==> config.mk <==
export PLATFORM = sky130hd
export DESIGN_NAME = psta_ram
export DESIGN_NICKNAME = d
export VERILOG_FILES = /design/src/sv/psta_ram.sv
export SDC_FILE = /design/constraint.sdc
export NUM_CORES = 2
export LEC_CHECK = 0
export ABC_AREA = 1
export ABC_CLOCK_PERIOD_IN_PS = 16700
export BUFFER_PORTS_ARGS = -buffer_cell sky130_fd_sc_hd__buf_2
export CORE_MARGIN = 2
export CORE_UTILIZATION = 45
export CTS_CLUSTER_SIZE = 12
export DETAILED_ROUTE_END_ITERATION = 12
export PLACE_DENSITY = 0.59
export REMOVE_ABC_BUFFERS = 1
export SLEW_MARGIN = 10
export SYNTH_ARGS = -nofsm -noshare
export SYNTH_HDL_FRONTEND = slang
export SYNTH_SLANG_ARGS = --single-unit
==> constraint.sdc <==
create_clock -name clk_i -period 16.7 [get_ports clk_i]
set_clock_uncertainty 0.15 [all_clocks]
set_input_delay 4.175 -clock clk_i [delete_from_list [all_inputs] [get_ports clk_i]]
set_output_delay 4.175 -clock clk_i [all_outputs]
set_load 0.005 [all_outputs]
==> src/sv/psta_ram.sv <==
// ----------------------------------------------------------------------------
// psta_ram: generic single-port-write, single-port-read RAM
// One write and one read per cycle; the read data is registered.
// ----------------------------------------------------------------------------
module psta_ram #(
  parameter int unsigned Width = 32,
  parameter int unsigned Depth = 64
) (
  input  logic                                 clk_i,
  input  logic                                 we_i,
  input  logic [(Depth > 1 ? $clog2(Depth) : 1)-1:0] waddr_i,
  input  logic [Width-1:0]                     wdata_i,
  input  logic [(Depth > 1 ? $clog2(Depth) : 1)-1:0] raddr_i,
  output logic [Width-1:0]                     rdata_o
);

  logic [Width-1:0] mem_q [Depth];

  // Write port.
  always_ff @(posedge clk_i) begin
    if (we_i) begin
      mem_q[waddr_i] <= wdata_i;
    end
  end

  // Registered read port.
  always_ff @(posedge clk_i) begin
    rdata_o <= mem_q[raddr_i];
  end

endmodule

==> flow_summary.yaml <==
run_status:
  status: "complete, no violations"
setup_path:
  r2r_cells: 8
  cpMaxStageDelayCell: "buf_4"
  cp.required_ns: 17.34
  endpoint_kind: "flip-flop"
  cp-start-kind: "input port"
  worstSetupPathType: "in -> reg"
  critPathMaxStageDelay_ns: 0.91
  worstPathCellList: "buf_8 -> buf_4 -> buf_4 -> buf_4 -> nand2_1 -> nand3_1 -> nand3_1 -> nand3_1 -> nand3_1 -> nand2_1 -> nand2_1 -> nand2_1"
  cp_top_family: "buffers and inverters"
  cp.buffers_inverters: 4
  reg2reg_to: "rdata_o[13]"
  crit_fanout: 91
  r2r_setup_slack_ns: 14.81
  worstReg2RegStart: "mem_q[26][13]"
  arrival_ns: 8.32
yosys:
  syn_area_um2: 82700
  synthFlopType: "edfxtp_1"
  yosysTopAreaCellShare_pct: 74.3
  synth_cells: 6769
  synth_top_area_cell: "edfxtp_1"
  yosys-top-cells-area: "edfxtp_1 74%, nand3_1 12%, nand2_1 10%"
  async_flop_share_pct: 0
  ys_types: 16
  ys.warnings.count: 0
  avgSynthCellArea_um2: 12.2
  yosysMostFrequentCell: "nand2_1"
  synth_edf_count: 2048
  ys_ff_latch: 2080
  synthTopCellsByCount: "2,248 x nand2_1, 2,048 x edfxtp_1, 1,907 x nand3_1"
  ys_seq_area_share_pct: 75.1
detailed_routing:
  drcViolationCount: 0
  vias: 53500
  dr.pass1.iters: 6
  wl_per_cell_um: 25.3
  drtIter0Drc: 6472
  vias_per_cell: 5.69
  routed_wl_um: 238000
  wl_met3_um: 18700
  postRouteAntennaNets: 0
  m1WireLength_um: 99900
  dr_wl_met2_um: 111000
  maxUsedRoutingLayer: "met5"
hold_path:
  hold_depth: 8
  min_from: "mem_q[36][20]"
  hold_class: "reg -> reg"
  hold_end: "rdata_o[20]"
timing:
  tightest_slew_ns: 1.19
  setup_violations: 0
  final_max_slew_viol_count: 0
  max_slew_margin_pct: 20.4
  tns_ns: 0
  fmax_ghz: 0.130
  finalCriticalPeriod_ns: 7.68
  hold_viol: 0
  final.period_utilization_pct: 46.0
  rsz0062_at_grt: "no"
final_layout:
  finalNetCount: 6798
  synthToLayoutAreaGrowth_pct: 11.1
  final_util_pct: 50.3
  n_fill_cell: 15800
  final_layout_size_suffix_gt1_share_pct: 7.77
clocking:
  cts_buffer_depth: 3
  clock_sinks: 2080
  ctsResizeCount: 0
  numCtsBuffers: 211
  post-cts-setup-buffers: 0
  clk_latency_ns: 0.85
  cts_hold_buf: 0
  clock_tree.root_cell: "clkbuf_16"
  cts_tree: "built"
  htreeDepth: 4
  clkTransAtPathRegs_ns: 0.06
global_routing:
  globalRouteOverflowTotal: 0
  antenna_found_initial: 18
  grt_start_max_net_pins: 224
  grt_pass1_vias: 50200
  grtUsageTotal_pct: 25.2
  grt_pass1_wl_um: 347000
placed_design:
  gp_congestion: 0.857
  port_buffers: 77
  dp_hpwl_um: 119000
die:
  start_util_pct: 45.2
  num_rows: 157
  dieHeight_um: 433
  die_w_um: 433
  core_area_um2: 183000
  die_area_um2: 187000
  io_pins: 78
job:
  cap_violations: 0
power:
  power_density_nw_per_um2: 117
  leakage_uw: 0.0320
  peakVddDrop_uv: 104
per-layer routing:
| layer | track usage, % | up-vias |
|---|---|---|
| li1 | - | 24100 |
| met1 | 35.7 | 26600 |
| met2 | 39.7 | 2305 |
| met3 | 3.87 | 426 |
| met4 | 8.96 | 4 |
| met5 | 0 | - |
per-stage QoR:
step                setup WS, ns  instances  hold WS [ns]  total power, uW  instance area, um^2
floorplan                   6.84       6320         0.570             6210                80500
global placement            8.22       9003         0.636             6540                85700
detailed placement          8.18       9003         0.641             6550                85700
CTS                         9.09       9376         0.657            10800                91900
global route                8.73       9387         0.753            11100                91900
finish                      9.02       9392         0.652            10800                91900
where the power goes:
group	internal, uW	switching [uW]	total, uW	leakage (uW)
Clock	2410	1930	4340	0.00301
Combinational	150	502	652	0.0103
Sequential	5780	16.3	5800	0.0187
Total	8340	2450	10800	0.0320
state kept, by name, indices dropped and copies added, names as in the netlist:
name,count
mem_q,2048
rdata_o,32
layout by cell type (no fill, tap or decap):
cell       instances
buf_12             8
buf_2             72
buf_4            135
buf_6              1
buf_8              3
bufinv_16          2
clkbuf_1          81
clkbuf_16        214
clkbuf_8           7
clkinv_1          43
clkinv_16          1
clkinv_2          17
clkinv_4           1
dfxtp_1           32
diode_2           16
edfxtp_1        2048
inv_1              7
inv_16             4
inv_6              6
inv_8              2
nand2_1         2248
nand3_1         1907
nand4_1            9
nor2_4            56
nor4_2             8
worst reg2reg max path, stage by stage (launching register included):
cell and delay (ns):
edfxtp_1 0.35, nand2_1 0.07, nand3_1 0.09, nand3_1 0.16, nand2_1 0.07, nand2_1 0.26, nand3_1 0.28, nand3_1 0.29
nand2_1 0.07
layout make-up:
type | instances | area [um^2] | area share, %
sequential | 2080 | 62100 | 67.6
multi-input combinational | 4228 | 18800 | 20.4
clock buffer | 302 | 5760 | 6.26
tap | 2464 | 3080 | 3.35
timing repair buffer | 219 | 1590 | 1.73
clock inverter | 71 | 444 | 0.483
inverter | 12 | 82.6 | 0.0899
antenna | 16 | 40.0 | 0.0436
worst max path at each step:
stage / from / endpoint / cells after the start
CTS: raddr_i[0] / rdata_o[22] / 12
floorplan: raddr_i[0] / rdata_o[17] / 9
global route: raddr_i[0] / rdata_o[6] / 12
finish: raddr_i[0] / rdata_o[6] / 12
global placement: raddr_i[0] / rdata_o[22] / 12
detailed placement: raddr_i[0] / rdata_o[22] / 12
logic make-up after synthesis:
logic type,synth area share [%]
DFF,75.1
buffers and inverters,2.78
and+or+nand+nor,22.1
Note: power is estimated with default switching activity, not from simulation.
