File: config.mk
export PLATFORM = sky130hd
export DESIGN_NAME = psta_cfg
export DESIGN_NICKNAME = d
export VERILOG_FILES = /design/src/sv/psta_pkg.sv /design/src/sv/psta_cfg.sv
export SDC_FILE = /design/constraint.sdc
export NUM_CORES = 1
export LEC_CHECK = 0
export ABC_CLOCK_PERIOD_IN_PS = 800
export BUFFER_PORTS_ARGS = -buffer_cell sky130_fd_sc_hd__buf_4
export CAP_MARGIN = 25
export CORE_AREA = 2 2 93 95
export CTS_CLUSTER_DIAMETER = 50
export DETAILED_ROUTE_END_ITERATION = 12
export DIE_AREA = 0 0 95 97
export GPL_TIMING_DRIVEN = 0
export PLACE_DENSITY = 0.71
export SYNTH_ARGS = -nofsm -noshare
export SYNTH_HDL_FRONTEND = slang
export SYNTH_SLANG_ARGS = --single-unit
File: constraint.sdc
create_clock -name clk_i -period 0.8 [get_ports clk_i]
set_input_delay 0.16 -clock clk_i [delete_from_list [all_inputs] [get_ports clk_i]]
set_output_delay 0.16 -clock clk_i [all_outputs]
set_load 0.005 [all_outputs]
File: src/sv/psta_pkg.sv
// ----------------------------------------------------------------------------
// psta_pkg: shared types and constants of the traffic anomaly detector
// Holds default sizes, configuration register indexes, reset values and the
// configuration record that travels from the register bank to the datapath.
// ----------------------------------------------------------------------------
package psta_pkg;

  // Default table sizes.
  localparam int unsigned DefSources    = 64;
  localparam int unsigned DefBurstDepth = 64;
  localparam int unsigned DefPortSlots  = 32;

  // Configuration register indexes.
  localparam logic [2:0] RegBurstWindow = 3'd0;
  localparam logic [2:0] RegBurstLimit  = 3'd1;
  localparam logic [2:0] RegScanWindow  = 3'd2;
  localparam logic [2:0] RegScanLimit   = 3'd3;
  localparam logic [2:0] RegFailWindow  = 3'd4;
  localparam logic [2:0] RegFailLimit   = 3'd5;
  localparam logic [2:0] RegSmallSize   = 3'd6;

  // Register reset values.
  localparam logic [15:0] RstBurstWindow = 16'd1;
  localparam logic [5:0]  RstBurstLimit  = 6'd50;
  localparam logic [15:0] RstScanWindow  = 16'd10;
  localparam logic [4:0]  RstScanLimit   = 5'd20;
  localparam logic [15:0] RstFailWindow  = 16'd30;
  localparam logic [15:0] RstFailLimit   = 16'd5;
  localparam logic [15:0] RstSmallSize   = 16'd100;

  // Failed attempt counter saturates here.
  localparam logic [15:0] FailCountMax = 16'hFFFF;

  typedef struct packed {
    logic [15:0] burst_window_s;
    logic [5:0]  burst_limit;
    logic [15:0] scan_window_s;
    logic [4:0]  scan_limit;
    logic [15:0] fail_window_s;
    logic [15:0] fail_limit;
    logic [15:0] small_size_limit;
  } cfg_t;

endpackage

File: src/sv/psta_cfg.sv
// ----------------------------------------------------------------------------
// psta_cfg: configuration register bank
// Takes register writes from the configuration channel and holds the limits.
// ----------------------------------------------------------------------------
module psta_cfg
  import psta_pkg::*;
(
  input  logic        clk_i,
  input  logic        rst_ni,
  input  logic        cfg_valid_i,
  output logic        cfg_ready_o,
  input  logic [2:0]  cfg_index_i,
  input  logic [15:0] cfg_data_i,
  output cfg_t        cfg_o
);

  cfg_t cfg_q, cfg_d;

  assign cfg_ready_o = 1'b1;
  assign cfg_o       = cfg_q;

  // Decode the register index; unknown indexes are ignored.
  always_comb begin
    cfg_d = cfg_q;
    if (cfg_valid_i) begin
      unique case (cfg_index_i)
        RegBurstWindow: cfg_d.burst_window_s   = cfg_data_i;
        RegBurstLimit:  cfg_d.burst_limit      = cfg_data_i[5:0];
        RegScanWindow:  cfg_d.scan_window_s    = cfg_data_i;
        RegScanLimit:   cfg_d.scan_limit       = cfg_data_i[4:0];
        RegFailWindow:  cfg_d.fail_window_s    = cfg_data_i;
        RegFailLimit:   cfg_d.fail_limit       = cfg_data_i;
        RegSmallSize:   cfg_d.small_size_limit = cfg_data_i;
        default:        cfg_d = cfg_q;
      endcase
    end
  end

  always_ff @(posedge clk_i or negedge rst_ni) begin
    if (!rst_ni) begin
      cfg_q.burst_window_s   <= RstBurstWindow;
      cfg_q.burst_limit      <= RstBurstLimit;
      cfg_q.scan_window_s    <= RstScanWindow;
      cfg_q.scan_limit       <= RstScanLimit;
      cfg_q.fail_window_s    <= RstFailWindow;
      cfg_q.fail_limit       <= RstFailLimit;
      cfg_q.small_size_limit <= RstSmallSize;
    end else begin
      cfg_q <= cfg_d;
    end
  end

endmodule

==> results.ini <==
[run_status]
status = finished with violations
violations = negative hold slack, negative setup slack

[place]
place_area_um2 = 4730
port_buffers = 111
preCtsSetupSlack_ns = -0.8359
hpwl_um = 5340
place_congestion = 0.6875

[worst_setup_path]
critical_path_class = reg2out
cp_num_buf_inv = 1
cp_top_family = flip-flops
cp.arrival_ns = 1.03
crit_slowest_cell = dfstp_2
cpPeakStageDelay_ns = 0.57
critPathRequiredTime_ns = 0.64
start_kind = flip-flop
endpoint_kind = output port
path_cells = buf_6
critPathMaxFanout = 2

[sta]
slew_viol_final = 0
fin_crit_sh_pct = 148.8
worst_slack_ns = -0.3902
max_freq_mhz = 840.2
holdWs_ns = -0.2447
skew_ns = 0
finalCriticalPeriod_ns = 1.190
hold_violations = 24
setup_violations = 152
final.setup.tns_ns = -29.63
rsz0062_at_grt = yes

[detailed_routing]
via_per_inst = 4.862
ant_nets = 0
vias = 2402
routedWlPerCell_um = 18.51
drtIter0Drc = 44
dr.pass1.iters = 4
drt_wl_total_um = 9145
post-route-drc-count = 0

[die]
core_area_um2 = 8134
row_count = 33
initial_core_util_pct = 44.59
ios = 114
die_x_um = 95
fp.dieArea_um2 = 9215
fp.dieH_um = 97

[logic_synthesis]
synth_warnings = 0
ys_seq_area_share_pct = 63.37
avgSynthCellArea_um2 = 18.14
synth_cell_types = 15
synthCells = 200
syn-cell-area_um2 = 3627
syn_nets = 222
synth-seq-cells = 91

[layout]
drive_gt1_share_pct = 79.43
antenna_cells = 0
final_cell_area_um2 = 6065
fin_nets = 406
largest_reg_flops = 91
layout_commonest_cell = buf_6
layout_common_cells = 124 x buf_6, 74 x dfrtp_1, 62 x mux2_4
synthToLayoutAreaGrowth_pct = 67.20

[power_and_ir_drop]
pwr-share-seq_pct = 45.0
p_sw_share_pct = 24.79
p_leak_nw = 2.912
power_frac_comb_pct = 34.6
power.switching_mw = 3.626
p_int_mw = 11.00
p_clk_share_pct = 20.4
powerDensity_nw_per_um2 = 2412
peakVddDrop_uv = 1487

[global_routing]
grt_pass1_wl_um = 13970
grt_use_total_pct = 20.11
grt-ovfl-total = 0
grt_start_max_net_pins = 57
grt_pass1_vias = 2563
antenna_found_initial = 0

[hold_path]
min_path_type = in2async

[job]
maxCapViolCount = 0

[clock_tree]
htreeDepth = 3
cts_sinks = 91
cts.clk_slew.worst_paths_ns = 0.09
clock_latency_ns = 0.35
cts_made_buffers = 9
cts_tree = done
cts_buffer_depth = 2
root_buffer = clkbuf_8

power by group through the flow:
stage	Sequential (mW)	Clock, mW	Combinational, mW
6_report	6.59	2.98	5.06
5_1_grt	6.69	3.30	5.41
2_1_floorplan	6.42	0	1.31
3_3_place_gp	6.39	0	3.35
3_5_place_dp	6.41	0	3.43
4_1_cts	6.52	3.08	4.74
worst register-to-register path, delay by kind of cell, from the launching register on:
family   cells  cell delay [ns]
buf+inv      1             0.14
flops        1             0.43
mux          1             0.25
metrics by stage:
step	util (%)	power, mW	std cells
3_5_place_dp	58.14	9.841	417
5_1_grt	74.56	15.40	494
6_report	74.56	14.63	494
3_3_place_gp	57.81	9.731	416
2_1_floorplan	-	7.724	200
4_1_cts	71.39	14.35	478
final cells by class:
cell class | instances | area (um^2)
Buffer | 10 | 160.2
Clock buffer | 12 | 135.1
Clock inverter | 4 | 51.30
Fill cell | 513 | 2069
Multi-Input combinational cell | 99 | 1379
Sequential cell | 91 | 2298
Tap cell | 105 | 131.4
Timing Repair Buffer | 173 | 1909
timing repair:
item | 4_1_cts | 5_1_grt
gates cloned | 2 | 2
gates resized for setup | 125 | 33
endpoints found under the setup margin | 156 | 155
buffers inserted | 43 | 27
pin swaps | 2 | 2
hold endpoints to repair | 24 | 24
logic make-up (layout without fill, tap and decap cells):
logic type             Yosys count  count (layout)  share of synthesized area (%)
muxes                           91              91                          31.36
DFF                             91              91                          63.37
buffers and inverters           10             199                          2.414
and+or+nand+nor                  7               7                          2.759
other                            1               1                         0.1034
final timing paths:
path	from	end	slack, ns	depth (start not counted)
hold / removal	rst_ni	cfg_o[83]$_DFFE_PN0P_	-0.24	1
hold reg to reg	cfg_o[19]$_DFFE_PN0P_	cfg_o[19]$_DFFE_PN0P_	0.53	1
setup / recovery	cfg_o[33]$_DFFE_PN1P_	cfg_o[33]	-0.39	1
max in group asynchronous	rst_ni	cfg_o[73]$_DFFE_PN1P_	0.35	2
setup reg to reg	cfg_o[63]$_DFFE_PN0P_	cfg_o[63]$_DFFE_PN0P_	-0.13	2
min in group clk_i	cfg_data_i[10]	cfg_o[42]$_DFFE_PN0P_	0.07	2
synth_stat cells:
master / number / area [um^2]
conb_1: 1 / 3.750
dfrtp_1: 74 / 1852
buf_2: 3 / 15.01
nor4b_4: 1 / 23.77
mux2_2: 61 / 686.9
and4bb_2: 2 / 25.02
buf_6: 4 / 45.04
nand4b_2: 2 / 30.03
clkbuf_2: 1 / 5.000
and4bb_1: 1 / 12.51
dfstp_2: 17 / 446.7
mux2_4: 30 / 450.4
buf_8: 1 / 15.01
buf_4: 1 / 7.510
nand4b_1: 1 / 8.760
metal layers:
metal / track usage, % / wire [um] / vias to the layer above
met5: 0 / 0 / -
met4: 4.794 / 55 / 0
met3: 7.321 / 683 / 7
met2: 31.91 / 4511 / 97
met1: 26.27 / 3895 / 1218
li1: - / - / 1080
Power figures use the tool's default switching activity.
